File: src/design/pclpc_pkg.sv
`default_nettype none
// ----------------------------------------------------------------------------
// pclpc_pkg: shared types and constants for uplink closed-loop power control
// Request and response words, register file layout and register indexes.
// ----------------------------------------------------------------------------
package pclpc_pkg;

   localparam int DB_FRAC_BITS_DEF = 6;
   localparam int CSR_INDEX_W      = 3;
   localparam int CSR_DATA_W       = 15;

   localparam logic [CSR_INDEX_W-1:0] CSR_NOMINAL_POWER   = 3'd0;
   localparam logic [CSR_INDEX_W-1:0] CSR_MAX_POWER       = 3'd1;
   localparam logic [CSR_INDEX_W-1:0] CSR_PATHLOSS_WEIGHT = 3'd2;
   localparam logic [CSR_INDEX_W-1:0] CSR_NOISE_FLOOR     = 3'd3;
   localparam logic [CSR_INDEX_W-1:0] CSR_SINR_GOAL       = 3'd4;

   typedef struct packed {
      logic [13:0] path_loss;
      logic        clear_accum;
   } req_word_type;

   typedef struct packed {
      logic signed [15:0] tx_power_closed;
      logic signed [15:0] tx_power_open;
      logic signed [15:0] sinr_closed;
      logic signed [15:0] sinr_open;
      logic signed [11:0] accum_used;
      logic signed [2:0]  tpc_step;
      logic               at_ceiling;
   } rsp_word_type;

   typedef struct packed {
      logic signed [14:0] nominal_power;
      logic signed [14:0] max_power;
      logic        [8:0]  pathloss_weight;
      logic signed [14:0] noise_floor;
      logic signed [12:0] sinr_goal;
   } cfg_type;

   // accumulator width: holds +/-30 dB with sign
   function automatic int acc_width(input int frac_bits);
      return $clog2(30 * (1 << frac_bits) + 1) + 1;
   endfunction

endpackage
`default_nettype wire

File: src/design/pusch_closed_loop_power_ctrl.sv
`default_nettype none
// ----------------------------------------------------------------------------
// pusch_closed_loop_power_ctrl: uplink power control with accumulated TPC
// Path: an accepted request is held in the input register and then loaded into
// the response register, which waits while the response output is stalled.
// Throughput: one word per cycle while rsp_stall is low; the TPC accumulator
// loop closes between the input register and the response register.
// Reset: synchronous; clears both valid stages and the accumulator and loads
// the register defaults.
// ----------------------------------------------------------------------------
module pusch_closed_loop_power_ctrl #(
   parameter int DB_FRAC_BITS = pclpc_pkg::DB_FRAC_BITS_DEF
) (
   input  logic                                  clock,
   input  logic                                  reset,
   input  logic                                  req_valid,
   output logic                                  req_stall,
   input  pclpc_pkg::req_word_type               req_word,
   output logic                                  rsp_valid,
   input  logic                                  rsp_stall,
   output pclpc_pkg::rsp_word_type               rsp_word,
   input  logic                                  csr_valid,
   output logic                                  csr_ready,
   input  logic [pclpc_pkg::CSR_INDEX_W-1:0]     csr_index,
   input  logic [pclpc_pkg::CSR_DATA_W-1:0]      csr_wdata
);
   import pclpc_pkg::*;

   localparam int ACC_W = acc_width(DB_FRAC_BITS);

   cfg_type                 cfg_ff, cfg_in;
   logic                    s1_valid_ff;
   req_word_type            s1_word_ff;
   logic                    rsp_valid_ff;
   rsp_word_type            rsp_word_ff;
   rsp_word_type            rsp_word_in;
   logic signed [ACC_W-1:0] acc_ff, acc_in;
   logic signed [ACC_W-1:0] acc_eff;
   logic                    s2_load;

   assign csr_ready = 1'b1;
   assign rsp_valid = rsp_valid_ff;
   assign rsp_word  = rsp_word_ff;

   // advance stage one into the response register when it is free or draining
   assign s2_load   = s1_valid_ff && (!rsp_valid_ff || !rsp_stall);
   assign req_stall = s1_valid_ff && !s2_load;
   assign acc_eff   = s1_word_ff.clear_accum ? '0 : acc_ff;

   pclpc_core #(
      .DB_FRAC_BITS (DB_FRAC_BITS)
   ) u_core (
      .cfg      (cfg_ff),
      .word     (s1_word_ff),
      .acc      (acc_eff),
      .rsp      (rsp_word_in),
      .acc_next (acc_in)
   );

   always_comb begin
      cfg_in = cfg_ff;
      if (csr_valid && csr_ready) begin
         case (csr_index)
            CSR_NOMINAL_POWER:   cfg_in.nominal_power   = csr_wdata[14:0];
            CSR_MAX_POWER:       cfg_in.max_power       = csr_wdata[14:0];
            CSR_PATHLOSS_WEIGHT: cfg_in.pathloss_weight = csr_wdata[8:0];
            CSR_NOISE_FLOOR:     cfg_in.noise_floor     = csr_wdata[14:0];
            CSR_SINR_GOAL:       cfg_in.sinr_goal       = csr_wdata[12:0];
            default:             cfg_in = cfg_ff;
         endcase
      end
   end

   always_ff @(posedge clock) begin
      if (reset) begin
         cfg_ff.nominal_power   <= 15'sd0;
         cfg_ff.max_power       <= 15'sd1472;
         cfg_ff.pathloss_weight <= 9'd256;
         cfg_ff.noise_floor     <= -15'sd7552;
         cfg_ff.sinr_goal       <= 13'sd0;
         s1_valid_ff            <= 1'b0;
         rsp_valid_ff           <= 1'b0;
         acc_ff                 <= '0;
      end else begin
         cfg_ff <= cfg_in;
         if (!s1_valid_ff || s2_load) begin
            s1_valid_ff <= req_valid;
         end
         if (s2_load) begin
            rsp_valid_ff <= 1'b1;
            acc_ff       <= acc_in;
         end else if (!rsp_stall) begin
            rsp_valid_ff <= 1'b0;
         end
      end
   end

   always_ff @(posedge clock) begin
      if (req_valid && !req_stall) begin
         s1_word_ff <= req_word;
      end
      if (s2_load) begin
         rsp_word_ff <= rsp_word_in;
      end
   end

endmodule
`default_nettype wire

File: src/design/pclpc_core.sv
`default_nettype none
// ----------------------------------------------------------------------------
// pclpc_core: single-pass power and SINR datapath
// Open/closed-loop power, SINR, TPC step selection and clamped accumulate.
// ----------------------------------------------------------------------------
module pclpc_core #(
   parameter  int DB_FRAC_BITS = pclpc_pkg::DB_FRAC_BITS_DEF,
   localparam int ACC_W        = pclpc_pkg::acc_width(DB_FRAC_BITS)
) (
   input  pclpc_pkg::cfg_type      cfg,
   input  pclpc_pkg::req_word_type word,
   input  logic signed [ACC_W-1:0] acc,
   output pclpc_pkg::rsp_word_type rsp,
   output logic signed [ACC_W-1:0] acc_next
);
   import pclpc_pkg::*;

   localparam int CALC_W    = ((ACC_W > 17) ? ACC_W : 17) + 4;
   localparam int ONE_DB_I  = 1 << DB_FRAC_BITS;
   localparam int HALF_DB_I = ONE_DB_I / 2;
   localparam int ACC_LIM_I = 30 * ONE_DB_I;

   localparam logic signed [CALC_W-1:0] ONE_DB    = CALC_W'(ONE_DB_I);
   localparam logic signed [CALC_W-1:0] THREE_DB  = CALC_W'(3 * ONE_DB_I);
   localparam logic signed [CALC_W-1:0] HALF_DB   = CALC_W'(HALF_DB_I);
   localparam logic signed [CALC_W-1:0] N_HALF_DB = CALC_W'(-HALF_DB_I);
   localparam logic signed [CALC_W-1:0] ACC_LIM   = CALC_W'(ACC_LIM_I);
   localparam logic signed [CALC_W-1:0] N_ACC_LIM = CALC_W'(-ACC_LIM_I);

   localparam logic signed [2:0] STEP_UP3  = 3'sd3;
   localparam logic signed [2:0] STEP_UP1  = 3'sd1;
   localparam logic signed [2:0] STEP_HOLD = 3'sd0;
   localparam logic signed [2:0] STEP_DN1  = -3'sd1;

   localparam logic signed [CALC_W-1:0] SAT_HI = CALC_W'(32767);
   localparam logic signed [CALC_W-1:0] SAT_LO = CALC_W'(-32768);

   function automatic logic signed [15:0] sat16(input logic signed [CALC_W-1:0] v);
      if (v > SAT_HI) begin
         return 16'sh7fff;
      end else if (v < SAT_LO) begin
         return 16'sh8000;
      end
      return 16'(v);
   endfunction

   logic        [22:0]       prod;
   logic signed [CALC_W-1:0] acc_x;
   logic signed [CALC_W-1:0] pl_x;
   logic signed [CALC_W-1:0] ol;
   logic signed [CALC_W-1:0] pmax;
   logic signed [CALC_W-1:0] nf;
   logic signed [CALC_W-1:0] open_p;
   logic signed [CALC_W-1:0] raw;
   logic signed [CALC_W-1:0] closed_p;
   logic signed [CALC_W-1:0] s_open;
   logic signed [CALC_W-1:0] s_closed;
   logic signed [CALC_W-1:0] err;
   logic signed [CALC_W-1:0] step_amt;
   logic signed [CALC_W-1:0] sum;
   logic signed [CALC_W-1:0] clamped;
   logic signed [2:0]        step;

   always_comb begin
      prod     = 23'(cfg.pathloss_weight) * 23'(word.path_loss);
      acc_x    = CALC_W'(acc);
      pl_x     = signed'(CALC_W'(word.path_loss));
      pmax     = CALC_W'(cfg.max_power);
      nf       = CALC_W'(cfg.noise_floor);
      ol       = CALC_W'(cfg.nominal_power) + signed'(CALC_W'(prod[22:8]));
      open_p   = (ol < pmax) ? ol : pmax;
      raw      = ol + acc_x;
      closed_p = (raw < pmax) ? raw : pmax;
      s_open   = open_p - pl_x - nf;
      s_closed = closed_p - pl_x - nf;
      err      = CALC_W'(cfg.sinr_goal) - s_closed;

      if (err > THREE_DB) begin
         step     = STEP_UP3;
         step_amt = THREE_DB;
      end else if (err > HALF_DB) begin
         step     = STEP_UP1;
         step_amt = ONE_DB;
      end else if (err < N_HALF_DB) begin
         step     = STEP_DN1;
         step_amt = -ONE_DB;
      end else begin
         step     = STEP_HOLD;
         step_amt = '0;
      end

      sum = acc_x + step_amt;
      if (sum > ACC_LIM) begin
         clamped = ACC_LIM;
      end else if (sum < N_ACC_LIM) begin
         clamped = N_ACC_LIM;
      end else begin
         clamped = sum;
      end
      acc_next = ACC_W'(clamped);

      rsp.tx_power_closed = sat16(closed_p);
      rsp.tx_power_open   = sat16(open_p);
      rsp.sinr_closed     = sat16(s_closed);
      rsp.sinr_open       = sat16(s_open);
      rsp.accum_used      = 12'(acc);
      rsp.tpc_step        = step;
      rsp.at_ceiling      = (raw > pmax);
   end

endmodule
`default_nettype wire
File: config.mk
export PLATFORM = sky130hd
export DESIGN_NAME = pusch_closed_loop_power_ctrl
export DESIGN_NICKNAME = d
export VERILOG_FILES = /design/src/design/pclpc_pkg.sv /design/src/design/pusch_closed_loop_power_ctrl.sv /design/src/design/pclpc_core.sv
export SDC_FILE = /design/constraint.sdc
export NUM_CORES = 1
export LEC_CHECK = 0
export ABC_AREA = 0
export BUFFER_PORTS_ARGS = -buffer_cell sky130_fd_sc_hd__buf_2
export CELL_PAD_IN_SITES_DETAIL_PLACEMENT = 1
export CELL_PAD_IN_SITES_GLOBAL_PLACEMENT = 1
export CORE_UTILIZATION = 49
export CTS_CLUSTER_SIZE = 24
export DETAILED_ROUTE_END_ITERATION = 8
export HOLD_SLACK_MARGIN = 0.08
export PLACE_DENSITY = 0.94
export SYNTH_ARGS = -nofsm -noshare
export SYNTH_HDL_FRONTEND = slang
export SYNTH_HIERARCHICAL = 1
export SYNTH_SLANG_ARGS = --single-unit
File: constraint.sdc
create_clock -name clock -period 21.6 [get_ports clock]
set_input_delay 4.32 -clock clock [delete_from_list [all_inputs] [get_ports clock]]
set_output_delay 4.32 -clock clock [all_outputs]
set_load 0.1 [all_outputs]
# Word level (Yosys, flattened, before mapping)
# Cells that the tools add are included.
# classes
addsub	8
mul	1
order_cmp	16
eq_ne	5
n_mux	32
reduce_logical	17
# ops
op	n
$mux 16	12
$mux 21	5
$gt 21x16->1 const B	4
$lt 21x16->1 const B	4
$sub 21x15->21	4
$mux 12	3
$mul 9x14->23	1
$add 12x21->21	1
$gt 21x12->1 const B	1
$gt 21x15->1	1
$gt 21x7->1 const B	1
$gt 21x9->1 const B	1
$lt 21x12->1 const B	1
$lt 21x15->1	1
$lt 21x6->1 const B	1
$sub 13x21->21	1
$add 17x12->18	1
$add 15x16->17	1
$lt 17x15->1	1
$mux 1	10
$reduce_and 2->1	5
$eq 3x2->1 const B	2
$logic_not 1->1	5
$eq 3x1->1 const B	1
8 further kinds	11
# word_totals
ff_bits	176
in_bits	38
out_inout_bits	83
word_cells	97

# Logic depth before layout (Yosys ltp)
# Gate-level depths: netlist of run 1.
# depth
ltp_word	16
ltp_mapped	87
mapped_depth_nobuf	85

# By module
# Netlist of run 1, hierarchy kept.
# by_module_without_submodules
mod	instances	cells_per_inst	area_per_inst_um2	seq_area_each_um2
pclpc_core	1	1499	11234.5	0.0
pusch_closed_loop_power_ctrl	1	423	6269.8	4474.3

# Least setup slack after synthesis of run 1
# Ideal clock, no wire load.
# synth_path
path_kind	register -> register
start	reg cfg_ff[30] (netlist bit)
end	reg acc_ff[10]
setup_time_ns	0.177
arrival_time_ns	17.184
required_ns	21.423
setup_slack_ns	4.238
path_stages_with_launch	82
path_buffers	4
period_less_slack_ns	17.362
cell_sequence	dfxtp_1 -> clkbuf_1 -> nand2_1 -> fa_1 -> inv_1 -> fa_1 -> ha_1 -> inv_1 -> fa_1 -> inv_1 -> ha_1 -> nand4b_1 -> nor4_1 -> o21a_1 -> o21a_1 -> o21ai_0 -> a21oi_1 -> o21a_1 -> [... 46 more ...] -> nor4_4 -> or4_1 -> a2111oi_0 -> o21bai_1 -> ha_1 -> fa_1 -> or3_1 -> nor2_1 -> o31ai_1 -> ha_1 -> nor2_1 -> o311ai_0 -> o31ai_1 -> a2111oi_4 -> o21a_1 -> a31o_2 -> nand2b_1 -> mux2i_1
# synth_between
elab_chain_cells	16
word_cells_on_any_way	19
cone_classes	add/sub: 6; mul: 1; order compare: 6; mux: 6
# synth_lines
item	line_no	source
from (decl)	pusch_closed_loop_power_ctrl.sv:31	cfg_type cfg_ff, cfg_in;
from (signal assigned)	pusch_closed_loop_power_ctrl.sv:85	cfg_ff <= cfg_in;
$mul 9x14->23 *	pclpc_core.sv:65	prod = 23'(cfg.pathloss_weight) * 23'(word.path_loss);
$add 15x16->17 *	pclpc_core.sv:70	ol = CALC_W'(cfg.nominal_power) + signed'(CALC_W'(prod[22:8]));
$add 17x12->18 *	pclpc_core.sv:72	raw = ol + acc_x;
$lt 21x15->1	pclpc_core.sv:73	closed_p = (raw < pmax) ? raw : pmax;
$mux 21 *	pclpc_core.sv:73	
$sub 21x15->21 * (2 in series)	pclpc_core.sv:75	s_closed = closed_p - pl_x - nf;
$sub 13x21->21 *	pclpc_core.sv:76	err = CALC_W'(cfg.sinr_goal) - s_closed;
$lt 21x6->1	pclpc_core.sv:84	end else if (err < N_HALF_DB) begin
$mux 21	pclpc_core.sv:84	
$mux 21	pclpc_core.sv:81	end else if (err > HALF_DB) begin
$mux 21 *	pclpc_core.sv:78	if (err > THREE_DB) begin
$add 12x21->21 *	pclpc_core.sv:92	sum = acc_x + step_amt;
$lt 21x12->1	pclpc_core.sv:95	end else if (sum < N_ACC_LIM) begin
$mux 12	pclpc_core.sv:95	
$mux 12 *	pclpc_core.sv:93	if (sum > ACC_LIM) begin
via acc_in[10]	pusch_closed_loop_power_ctrl.sv:37	logic signed [ACC_W-1:0] acc_ff, acc_in;
to (signal assigned)	pusch_closed_loop_power_ctrl.sv:91	acc_ff <= acc_in;
to (decl)	pusch_closed_loop_power_ctrl.sv:37	
# Mark *: on every way through the listed nets, which the timed path passes. The rest lies on a longest branch.
# A chain may end at the register's enable or synchronous reset.

# Final worst setup path of run 1
# layout_path
start	reg s1_word_ff[8] (netlist bit)
end	reg acc_ff[3]
# layout_between
elab_chain_cells	16
word_cells_on_any_way	19
cone_classes	add/sub: 6; mul: 1; order compare: 6; mux: 6
# layout_lines
item	line_no	source
from (decl)	pusch_closed_loop_power_ctrl.sv:33	req_word_type s1_word_ff;
from (signal assigned)	pusch_closed_loop_power_ctrl.sv:100	s1_word_ff <= req_word;
$mul 9x14->23	pclpc_core.sv:65	
$add 15x16->17	pclpc_core.sv:70	
$add 17x12->18	pclpc_core.sv:72	
$lt 21x15->1	pclpc_core.sv:73	
$mux 21	pclpc_core.sv:73	
$sub 21x15->21 * (2 in series)	pclpc_core.sv:75	
$sub 13x21->21 *	pclpc_core.sv:76	
$lt 21x6->1	pclpc_core.sv:84	
$mux 21	pclpc_core.sv:84	
$mux 21	pclpc_core.sv:81	
$mux 21 *	pclpc_core.sv:78	
$add 12x21->21 *	pclpc_core.sv:92	
$lt 21x12->1	pclpc_core.sv:95	
$mux 12	pclpc_core.sv:95	
$mux 12 *	pclpc_core.sv:93	
via acc_in[3]	pusch_closed_loop_power_ctrl.sv:37	
# Marked as above.

==> results.md, run 1 <==
- The share of post-route cells with drive strength above 1 is 0.0978.
- The count of final hold-check violations is 0.
- The number of global-route vias before repair is 16629.
- The clock passes through at most 2 buffers.
- STA puts the critical path data arrival time at 20.72 ns.
- After clock tree synthesis, the flow added hold-fix buffers numbering 0.
- For this configuration, the core starts out at a cell density of 0.502.
- In the layout the commonest cells are inv_1 (238), ha_1 (172), nand2_1 (122).
- The largest family of logic cells by synthesized area is adder cells.
- Across the run, the number of max-cap violations was 0.
- The core region is 34900 um^2.
- The share of synthesized flip-flops with an asynchronous set or reset is 0.
- The number of flops mapped to enable cells by yosys is 95.
- Detailed placement finished with a half-perimeter wire length of 48100 um.
- Clock-pin slew was measured on the worst setup and hold paths at 0.08 ns.
- The floorplan step set the die height to 191 um.
- The layout net count is 2317.
- The clock tree synthesis step divided the H-tree into 4 levels.
- The most numerous cell type found on the critical path is ha_1.
- For the final database, setup skew stands at 0.0195 ns.
- The first-pass GRT wire length is 94600 um.
- The final number of max-transition violations is 0.
- The post-synthesis share of cell area spent on full adders, half adders and majority gates is 0.256.
- The sink count of the clock tree is 176.
- Derived from the worst setup path, the maximum achievable clock frequency is 49.2 MHz.
- The post-route setup TNS is 0 ns.
- Detailed routing inserted a total of 15377 vias.
- The post-detailed-route wirelength per cell is 25.4 um.
- The biggest cell delay along the critical path is 0.81 ns.
- The number of I/O port buffers is 119.
- The synthesized netlist occupies a cell area of 17500 um^2.
- The routed design has 62500 um of wire.
- The synthesized net count is 2248.
- The total global routing track utilization is 0.347.
- In this run, CTS created clock tree buffers numbering 17.
- The basic-gate share of the synthesized area counting and, or, nand and nor cells is 0.177.
- For this design the top-level I/O count stands at 121.
- STA classifies the critical path endpoint as a flop.
- The CTS tree is done.
- The die boundary width is 191 um.
- Among cell families on the critical path, the largest total delay comes from compound AO/OA/AOI/OAI gates.
- The synthesized flop and latch total is 176.
- The share of the cycle needed by the critical path after routing is 0.942.
- The required time at the worst-slack endpoint is 21.98 ns.
- Routability-driven placement finished with a final weighted congestion of 0.997.
- The length of the first detailed-routing pass in iterations is 8.
- STA classifies the critical path startpoint as a flop.
- The highest net fanout along the worst path is 20.
- Setup repair after global routing left no endpoint under its margin.
- The initial antenna violation count is 0.
- The floorplan has 68 rows.
- Relative to the synthesized area, the layout overhead comes to 8.37%.
- 0 antenna diodes ended up in the layout.
- The worst hold path belongs to the class flop to flop.
- The die covers 36500 um^2.
- For this run, the register share of the synthesized area comes to 0.256.
- Gates resized during post-CTS repair numbered 0.
- Of the total synthesized cell area, the portion taken by XOR and XNOR cells is 0.0448.
- The clock latency on the worst-skew pair is 0.47 ns.
- The post-synthesis compound-gate area fraction is 0.136.
- The pin slew with the least headroom to its limit is 1.32 ns.
- The cell at the slowest stage of the critical path is a21o_1.
- The clock tree root driver cell is clkbuf_16.
- The count of final setup violators is 0.
- The via count normalized by instance count is 6.25.
- The commonest non-fill, non-tap cell in the layout is inv_1.
- The number of nets still failing antenna checks after routing is 0.
- The cell count after synthesis came out at 1922.
- The worst setup path is of the flop to flop kind.
- Counting both buffers and inverters, the worst setup path holds a total of 5.
- For this run, the number of Yosys warnings is 6.
- The post-CTS setup repair buffer count is 0.
- The count of routing violations after the opening detailed-route iteration is 1236.
- The mean cell area of the mapped netlist is 9.11 um^2.
- After layout, the minimum clock period comes to 20.34 ns.
- Entering global routing, the biggest net connects 116 pins.
- The count of unresolved DRC violations after routing is 0.
- The flow ran to the end, and the final reports show no timing, DRC or antenna violations.
- The worst-case headroom to the max-slew limit is 0.118.
- The number of different library cells used by synthesis comes to 89.
- For this run, the leading register cell type out of synthesis is edfxtp_1.
- The total congestion overflow after global routing is 0.
- The mux contribution to synthesized area is 0.0564.
## flip-flops by register name (all words and copies together), names as in the netlist
name         cells
s1_valid_ff      1
acc_ff          12
cfg_ff          67
rsp_word        80
s1_word_ff      15
rsp_valid        1
## metal layers
metal  routed length (um)  GRT usage
met1                23400      0.386
met3                 3550     0.0509
met4                 4710      0.255
met5                    0          0
met2                30800      0.600
## Yosys cell counts (4+ instances only)
library cell | n | share of area
or2_2 | 7 | 0.0025
o21bai_1 | 14 | 0.0060
a21o_1 | 38 | 0.016
and3_1 | 8 | 0.0029
clkbuf_1 | 54 | 0.012
a31oi_1 | 11 | 0.0039
edfxtp_1 | 95 | 0.16
buf_2 | 6 | 0.0017
nor3_1 | 34 | 0.0097
o31ai_1 | 12 | 0.0051
o21a_1 | 22 | 0.0094
nand2_1 | 122 | 0.026
a21boi_0 | 7 | 0.0030
or3_1 | 10 | 0.0036
o21ai_0 | 93 | 0.027
o211ai_1 | 7 | 0.0030
o311ai_0 | 4 | 0.0020
inv_1 | 238 | 0.051
dfxtp_1 | 81 | 0.093
a21oi_1 | 107 | 0.031
fa_1 | 116 | 0.13
or4_1 | 4 | 0.0017
xor2_1 | 35 | 0.018
nand2b_1 | 108 | 0.039
mux2i_1 | 95 | 0.054
and4_1 | 4 | 0.0020
nor2_1 | 113 | 0.024
nor4_1 | 6 | 0.0021
a211oi_1 | 12 | 0.0051
o21ai_1 | 5 | 0.0014
buf_6 | 4 | 0.0026
nand3_1 | 14 | 0.0040
buf_4 | 13 | 0.0056
nor2b_1 | 29 | 0.010
xnor2_1 | 52 | 0.026
nand4_1 | 17 | 0.0061
and2_1 | 81 | 0.029
ha_1 | 172 | 0.12
## metrics by stage
step,instance area [um^2],std cells,utilization,setup slack (ns),hold slack (ns)
4_1_cts,19000,2459,0.544,1.75,0.477
6_report,19000,2459,0.544,1.26,0.475
5_1_grt,19000,2459,0.544,0.334,0.503
3_3_place_gp,18400,2427,0.527,3.02,0.453
3_5_place_dp,18400,2427,0.527,1.94,0.465
2_1_floorplan,17500,1922,-,4.24,0.444
## final timing paths
check / start / to / slack, ns / depth (start not counted)
worst max-delay path: s1_word_ff[8]$_DFFE_PP_ / acc_ff[3]$_SDFFE_PP0P_ / 1.26 / 75
worst min-delay path: acc_ff[2]$_SDFFE_PP0P_ / acc_ff[2]$_SDFFE_PP0P_ / 0.47 / 2
worst max register to register: s1_word_ff[8]$_DFFE_PP_ / acc_ff[3]$_SDFFE_PP0P_ / 1.26 / 75
worst min register to register: acc_ff[2]$_SDFFE_PP0P_ / acc_ff[2]$_SDFFE_PP0P_ / 0.47 / 2
## final cells by class
class | instances | area, um^2
Clock inverter | 13 | 133
Timing Repair Buffer | 131 | 686
Sequential cell | 176 | 4470
Inverter | 239 | 897
Multi-Input combinational cell | 1426 | 11700
Tap cell | 455 | 569
Fill cell | 4073 | 15900
Clock buffer | 19 | 464
## worst min-delay path, cell delays in order, from the launching register on
cell and delay [ns]:
dfxtp_1 0.31, nand2b_1 0.06, mux2i_1 0.06
## logic make-up (layout without fill, tap and decap cells)
| family | Yosys count | in the layout |
|---|---|---|
| adders and majority gates | 288 | 288 |
| other | 1 | 1 |
| buffers and inverters | 320 | 402 |
| muxes | 98 | 98 |
| xor gates and xnor gates | 88 | 88 |
| AOI/OAI and AO/OA | 370 | 370 |
| DFF | 176 | 176 |
| and+or+nand+nor | 581 | 581 |
Power of run 1 is not shown: default switching activity piles up to over one toggle a cycle in this logic, so the estimate is an artifact.
==> run 2, diff against run 1 <==
- PLACE_DENSITY: 0.94 -> 0.85
==> results.md, run 2 (synthesis results as in run 1) <==
- Status: completed (unchanged).
- The combined buffer and inverter count along the critical path is 5 (unchanged).
- The post-placement worst setup slack is 1.77 ns (was 1.94 ns).
- The area taken by multi-input logic gates is 11700 um^2 (unchanged).
- The kind of start point of the critical path is a flop (unchanged).
- The initial antenna violation count is 2 (was 0).
- The number of nets still failing antenna checks after routing is 0 (unchanged).
- The cell at the slowest stage of the critical path is a21o_1 (unchanged).
- The pin slew with the least headroom to its limit is 1.28 ns (was 1.32 ns).
- The post-route setup TNS is 0 ns (unchanged).
- The post-detailed-route wirelength per cell is 23.9 um (was 25.4 um).
- Unrepaired setup endpoints after global routing: false (unchanged).
- The count of final hold-check violations is 0 (unchanged).
- The post-placement cell count is 2423 (was 2427).
- The area taken by flip-flops and latches is 4470 um^2 (unchanged).
- The vertical die dimension is 191 um (unchanged).
- The core box area is 34900 um^2 (unchanged).
- The count of final setup violators is 0 (unchanged).
- The count of routing violations after the opening detailed-route iteration came to 915 (was 1236).
- The CTS tree is done (unchanged).
- The clock tree root driver cell is clkbuf_16 (unchanged).
- The maximum buffer depth of the clock tree is 2 (unchanged).
- The total global routing track utilization is 0.328 (was 0.347).
- The worst-case headroom to the max-slew limit was 0.141 (was 0.118).
- The final wirelength is 58800 um (was 62500 um).
- The quantity of hold-fixing buffers added after cts came to 0 (unchanged).
- The post-route minimum period is 20.26 ns (was 20.34 ns).
- The setup skew after layout was 0.0180 ns (was 0.0195 ns).
- The length of the first detailed-routing pass in iterations came to 5 (was 8).
- The count of filler cells inserted in the layout came to 4103 (was 4073).
- The startpoint of the lowest-slack hold path is acc_ff[6]$_SDFFE_PP0P_ (was acc_ff[2]$_SDFFE_PP0P_).
- The number of I/O pins is 121 (unchanged).
- The number of global-route vias before repair is 15506 (was 16629).
- The biggest cell delay along the critical path is 0.72 ns (was 0.81 ns).
- The area added between synthesis and finish is 8.09% (was 8.37%).
- The via count normalized by instance count came to 5.94 (was 6.25).
- The endpoint class of the critical path was a flop (unchanged).
- The number of max-cap violations is 0 (unchanged).
- The clock input transition at the sequential cells of the worst setup and hold paths is 0.08 ns (about the same).
- The clock buffer count from CTS is 17 (unchanged).
- The sink count of the clock tree came to 176 (unchanged).
- The end of the worst register-to-register path is acc_ff[2]$_SDFFE_PP0P_ (was acc_ff[3]$_SDFFE_PP0P_).
- The share of the cycle needed by the critical path after routing is 0.938 (was 0.942).
- The flip-flop count of the largest register after layout came to 80 (unchanged).
- The slack of the worst reg-to-reg path is 1.34 ns (was 1.26 ns).
- The worst hold path class was flop to flop (unchanged).
- The kind of cell adding the most delay to the critical path was compound AO/OA/AOI/OAI gates (unchanged).
- The row count is 68 (unchanged).
- The worst-case reg-to-reg path depth is 76 (was 75).
- The post-CTS setup repair buffer count is 0 (unchanged).
- The required time at the worst-slack endpoint came to 21.98 ns (about the same).
- The number of I/O port buffers came to 119 (unchanged).
- The commonest non-fill, non-tap cell in the layout is inv_1 (unchanged).
- The die boundary width is 191 um (unchanged).
- Highest-count cells in the layout ignoring fill and taps: inv_1 (238), ha_1 (172), nand2_1 (122) (unchanged).
- The layout net count is 2313 (was 2317).
- The clock latency on the worst-skew pair is 0.47 ns (about the same).
- The highest clock rate is 49.4 MHz (was 49.2 MHz).
- The via count is 14591 (was 15377).
- The total congestion overflow after global routing is 0 (unchanged).
- The depth of the CTS H-tree came to 4 (unchanged).
- The final worst-path setup slack is 1.34 ns (was 1.26 ns).
- The final instance area is 18900 um^2 (was 19000 um^2).
- The number of cells on the worst hold path is 2 (unchanged).
- The largest net degree at the start of global routing is 68 (was 116).
- The launching point of the worst reg2reg path was cfg_ff[30]$_SDFFE_PP0P_ (was s1_word_ff[8]$_DFFE_PP_).
- The final number of max-transition violations is 0 (unchanged).
- The cell repeated most along the worst path is ha_1 (unchanged).
- The post-place instance area is 18300 um^2 (was 18400 um^2).
- The die area is 36500 um^2 (unchanged).
- The type of the worst setup path is flop to flop (unchanged).
- The data arrival time at the worst-slack endpoint is 20.64 ns (was 20.72 ns).
- The highest net fanout along the worst path is 20 (unchanged).
- The post-cts sizing count is 0 (unchanged).
- The endpoint with the worst hold slack is acc_ff[6]$_SDFFE_PP0P_ (was acc_ff[2]$_SDFFE_PP0P_).
- The initial standard-cell utilization of the core is 0.502 (unchanged).
- The count of unresolved DRC violations after routing came to 0 (unchanged).
- The first-pass GRT wire length came to 89200 um (was 94600 um).
- The final non-filler cell total is 2457 (was 2459).
- The placed wire-length estimate is 46300 um (was 48100 um).
- The share of post-route cells with drive strength above 1 came to 0.0960 (was 0.0978).
- The final estimated routing congestion in global placement is 0.978 (was 0.997).
[run 2: cell count changes in the layout (fill, tap and decap cells not counted), moves of 2 or more]
cell	delta
clkinv_2	+2
inv_8	-3
diode_2	+2
clkinv_8	+2
buf_4	-4
[run 2: worst max-delay path by stage]
stage	from	to	slack, ns	cells past startpoint
finish	cfg_ff[30]$_SDFFE_PP0P_	acc_ff[2]$_SDFFE_PP0P_	1.34	76
global route	cfg_ff[30]$_SDFFE_PP0P_	acc_ff[0]$_SDFFE_PP0P_	0.37	77
CTS	cfg_ff[30]$_SDFFE_PP0P_	acc_ff[2]$_SDFFE_PP0P_	1.59	76
detailed placement	cfg_ff[30]$_SDFFE_PP0P_	acc_ff[10]$_SDFFE_PP0P_	1.77	76
global placement	cfg_ff[30]$_SDFFE_PP0P_	acc_ff[10]$_SDFFE_PP0P_	2.45	76
floorplan	cfg_ff[30]$_SDFFE_PP0P_	acc_ff[10]$_SDFFE_PP0P_	4.24	81
[run 2: layout make-up]
class,count,share of cell area
multi-input combinational,1426,0.621
sequential,176,0.236
inverter,239,0.0474
timing repair buffer,127,0.0347
tap,455,0.0301
clock buffer,17,0.0225
clock inverter,15,0.00780
antenna,2,0.000265
[run 2: stage by stage]
step,hold slack [ns],util
floorplan,0.444,-
global placement,0.454,0.526
detailed placement,0.465,0.526
CTS,0.478,0.542
global route,0.499,0.542
finish,0.477,0.542
[run 2: per-layer routing]
metal / vias to the layer above / part of all wire / global-route usage
met5: - / 0 / 0
met4: 0 / 0.045 / 0.160
met3: 129 / 0.053 / 0.0507
met2: 470 / 0.49 / 0.564
met1: 7347 / 0.41 / 0.397
li1: 6645 / - / -
[run 2: worst register-to-register path: cells and delay by family, from the launching register on]
family	cells	cell delay, ns
AO/OA/AOI/OAI	30	7.43
adder cells (fa/ha/maj)	14	5.51
AND/OR/NAND/NOR	23	5.10
flip-flops	1	0.68
multiplexers	2	0.56
XOR/XNOR	2	0.53
buffers and inverters	5	0.37
Power of run 2 is left out for the same reason.
==> run 3, diff against run 2 <==
- CORE_MARGIN: not set -> 4
- CORE_UTILIZATION: 49 -> 40
- PLACE_DENSITY: 0.85 -> 0.75
- clock period: 21.6 -> 16.36 ns (I/O delays scaled with it)
==> results.md, run 3 (synthesis results as in run 1) <==
- Status: finished with violations (was completed).
- The checks that failed: negative setup slack.
- The layout net count was 2673 (was 2313).
- The highest net fanout along the worst path was 8 (was 20).
- The CTS tree is done (unchanged).
- The count of inserted antenna diode cells is 0 (was 2).
- The area added between synthesis and finish was 30.8% (was 8.09%).
- The largest net degree at the start of global routing is 116 (was 68).
- The core box area came to 43200 um^2 (was 34900 um^2).
- The die boundary width was 217 um (was 191 um).
- The flip-flop count of the largest register after layout was 80 (unchanged).
- The pin slew with the least headroom to its limit is 1.36 ns (was 1.28 ns).
- The kind of start point of the critical path is a flop (unchanged).
- The clock tree root driver cell is clkbuf_16 (unchanged).
- The worst-case headroom to the max-slew limit is 0.0935 (was 0.141).
- The final wirelength is 65000 um (was 58800 um).
- Unrepaired setup endpoints after global routing: true (was false).
- The post-placement worst setup slack is -1.22 ns (was 1.77 ns).
- The slack of the worst reg-to-reg path is -0.57 ns (was 1.34 ns).
- The die area is 47200 um^2 (was 36500 um^2).
- The via count is 16009 (was 14591).
- Highest-count cells in the layout ignoring fill and taps: buf_4 (352), inv_1 (229), ha_1 (155) (was inv_1 (238), ha_1 (172), nand2_1 (122)).
- The highest clock rate came to 59.1 MHz (was 49.4 MHz).
- The depth of the CTS H-tree came to 4 (unchanged).
- The clock latency on the worst-skew pair is 0.50 ns (was 0.47 ns).
- The worst-case reg-to-reg path depth is 87 (was 76).
- The worst hold path class is flop to flop (unchanged).
- The setup skew after layout is 0.0160 ns (was 0.0180 ns).
- The sink count of the clock tree is 176 (unchanged).
- The biggest cell delay along the critical path is 0.55 ns (was 0.72 ns).
- The row count is 76 (was 68).
- The count of routing violations after the opening detailed-route iteration is 833 (was 915).
- The post-route minimum period is 16.93 ns (was 20.26 ns).
- The first-pass GRT wire length is 96900 um (was 89200 um).
- The area taken by multi-input logic gates is 12800 um^2 (was 11700 um^2).
- The area taken by flip-flops and latches is 4480 um^2 (was 4470 um^2).
- The initial standard-cell utilization of the core is 0.405 (was 0.502).
- The total global routing track utilization is 0.266 (was 0.328).
- The final number of max-transition violations is 0 (unchanged).
- The post-detailed-route wirelength per cell is 22.1 um (was 23.9 um).
- The number of I/O pins was 121 (unchanged).
- The share of post-route cells with drive strength above 1 came to 0.297 (was 0.0960).
- The count of filler cells inserted in the layout is 5023 (was 4103).
- The launching point of the worst reg2reg path is s1_word_ff[6]$_DFFE_PP_ (was cfg_ff[30]$_SDFFE_PP0P_).
- The clock buffer count from CTS is 17 (unchanged).
- The number of nets still failing antenna checks after routing was 0 (unchanged).
- The clock input transition at the sequential cells of the worst setup and hold paths is 0.08 ns (about the same).
- The length of the first detailed-routing pass in iterations is 7 (was 5).
- The cell repeated most along the worst path is a21oi_2 (was ha_1).
- The type of the worst setup path is flop to flop (unchanged).
- The end of the worst register-to-register path is acc_ff[2]$_SDFFE_PP0P_ (unchanged).
- The cell at the slowest stage of the critical path was or4_4 (was a21o_1).
- The vertical die dimension is 217 um (was 191 um).
- The number of I/O port buffers is 119 (unchanged).
- The first element of the critical path is s1_word_ff[6]$_DFFE_PP_ (was cfg_ff[30]$_SDFFE_PP0P_).
- The number of max-cap violations came to 0 (unchanged).
- The number of global-route vias before repair is 17333 (was 15506).
- The worst hold margin is 0.475 ns (was 0.477 ns).
- The initial antenna violation count is 0 (was 2).
- The utilization after layout was 0.530 (was 0.542).
- The count of final hold-check violations is 0 (unchanged).
- The count of final setup violators was 11 (was 0).
- The endpoint class of the critical path is a flop (unchanged).
- The commonest non-fill, non-tap cell in the layout is buf_4 (was inv_1).
- The maximum buffer depth of the clock tree came to 2 (unchanged).
- The count of unresolved DRC violations after routing is 0 (unchanged).
- The via count normalized by instance count is 5.44 (was 5.94).
- The required time at the worst-slack endpoint is 16.71 ns (was 21.98 ns).
- The quantity of hold-fixing buffers added after cts is 0 (unchanged).
- The final estimated routing congestion in global placement is 0.985 (was 0.978).
- The final worst-path setup slack is -0.566 ns (was 1.34 ns).
- The total congestion overflow after global routing is 0 (unchanged).
- The placed wire-length estimate is 50300 um (was 46300 um).
- The data arrival time at the worst-slack endpoint came to 17.28 ns (was 20.64 ns).
- The share of the cycle needed by the critical path after routing is 1.03 (was 0.938).
- The end of the critical path is acc_ff[2]$_SDFFE_PP0P_ (unchanged).
==> run 3: cell types whose count changed in the layout (fill, tap and decap cells not counted), sizes merged <==
cell    change
clkbuf      +1
buf       +360
clkinv      -3
inv         +2
diode       -2
==> run 3: timing repair <==
item,in CTS,in global routing
setup endpoints to repair,12,12
gates resized for setup,125,97
setup buffers,44,14
endpoints found under the hold margin,0,0
pin swaps,86,85
==> run 3: critical path, delay by kind of cell (launching register included) <==
family                   cells  cell delay [ns]
AND/OR/NAND/NOR             23             3.59
adder cells (fa/ha/maj)     14             5.01
buffers and inverters       13             1.19
multiplexers                 1             0.08
XOR/XNOR                     3             0.52
AO/OA/AOI/OAI               33             5.88
flip-flops                   1             0.45
==> run 3: worst min path at each step <==
| stage | slack [ns] | cells after the start | to | start |
|---|---|---|---|---|
| after floorplan | 0.44 | 2 | acc_ff[0]$_SDFFE_PP0P_ | acc_ff[0]$_SDFFE_PP0P_ |
| after global placement | 0.45 | 2 | acc_ff[2]$_SDFFE_PP0P_ | acc_ff[2]$_SDFFE_PP0P_ |
| after detailed placement | 0.47 | 2 | acc_ff[7]$_SDFFE_PP0P_ | acc_ff[7]$_SDFFE_PP0P_ |
| after CTS | 0.48 | 2 | acc_ff[7]$_SDFFE_PP0P_ | acc_ff[7]$_SDFFE_PP0P_ |
| after global routing | 0.51 | 2 | acc_ff[7]$_SDFFE_PP0P_ | acc_ff[7]$_SDFFE_PP0P_ |
| final | 0.47 | 2 | acc_ff[7]$_SDFFE_PP0P_ | acc_ff[7]$_SDFFE_PP0P_ |
==> run 3: cell type report <==
cell class,instances,share of cell area
clock buffer,18,0.0192
tap,585,0.0320
sequential,176,0.196
clock inverter,14,0.00596
timing repair buffer,487,0.150
multi-input combinational,1426,0.558
inverter,239,0.0393
==> run 3: metal layers <==
metal,vias up,GRT usage,part of all wire
met4,0,0.136,0.054
met2,418,0.470,0.51
met3,158,0.0378,0.038
met5,-,0,0
li1,7365,-,-
met1,8068,0.315,0.40
==> run 3: stage by stage <==
step / cells / setup TNS, ns / area (um^2)
finish: 2945 / -5.64 / 22900
CTS: 2936 / -0.264 / 22300
global placement: 2862 / -5.33 / 20900
floorplan: 1922 / 0 / 17500
detailed placement: 2862 / -13.36 / 20900
global route: 2945 / -12.94 / 22900
Power of run 3 is left out for the same reason.
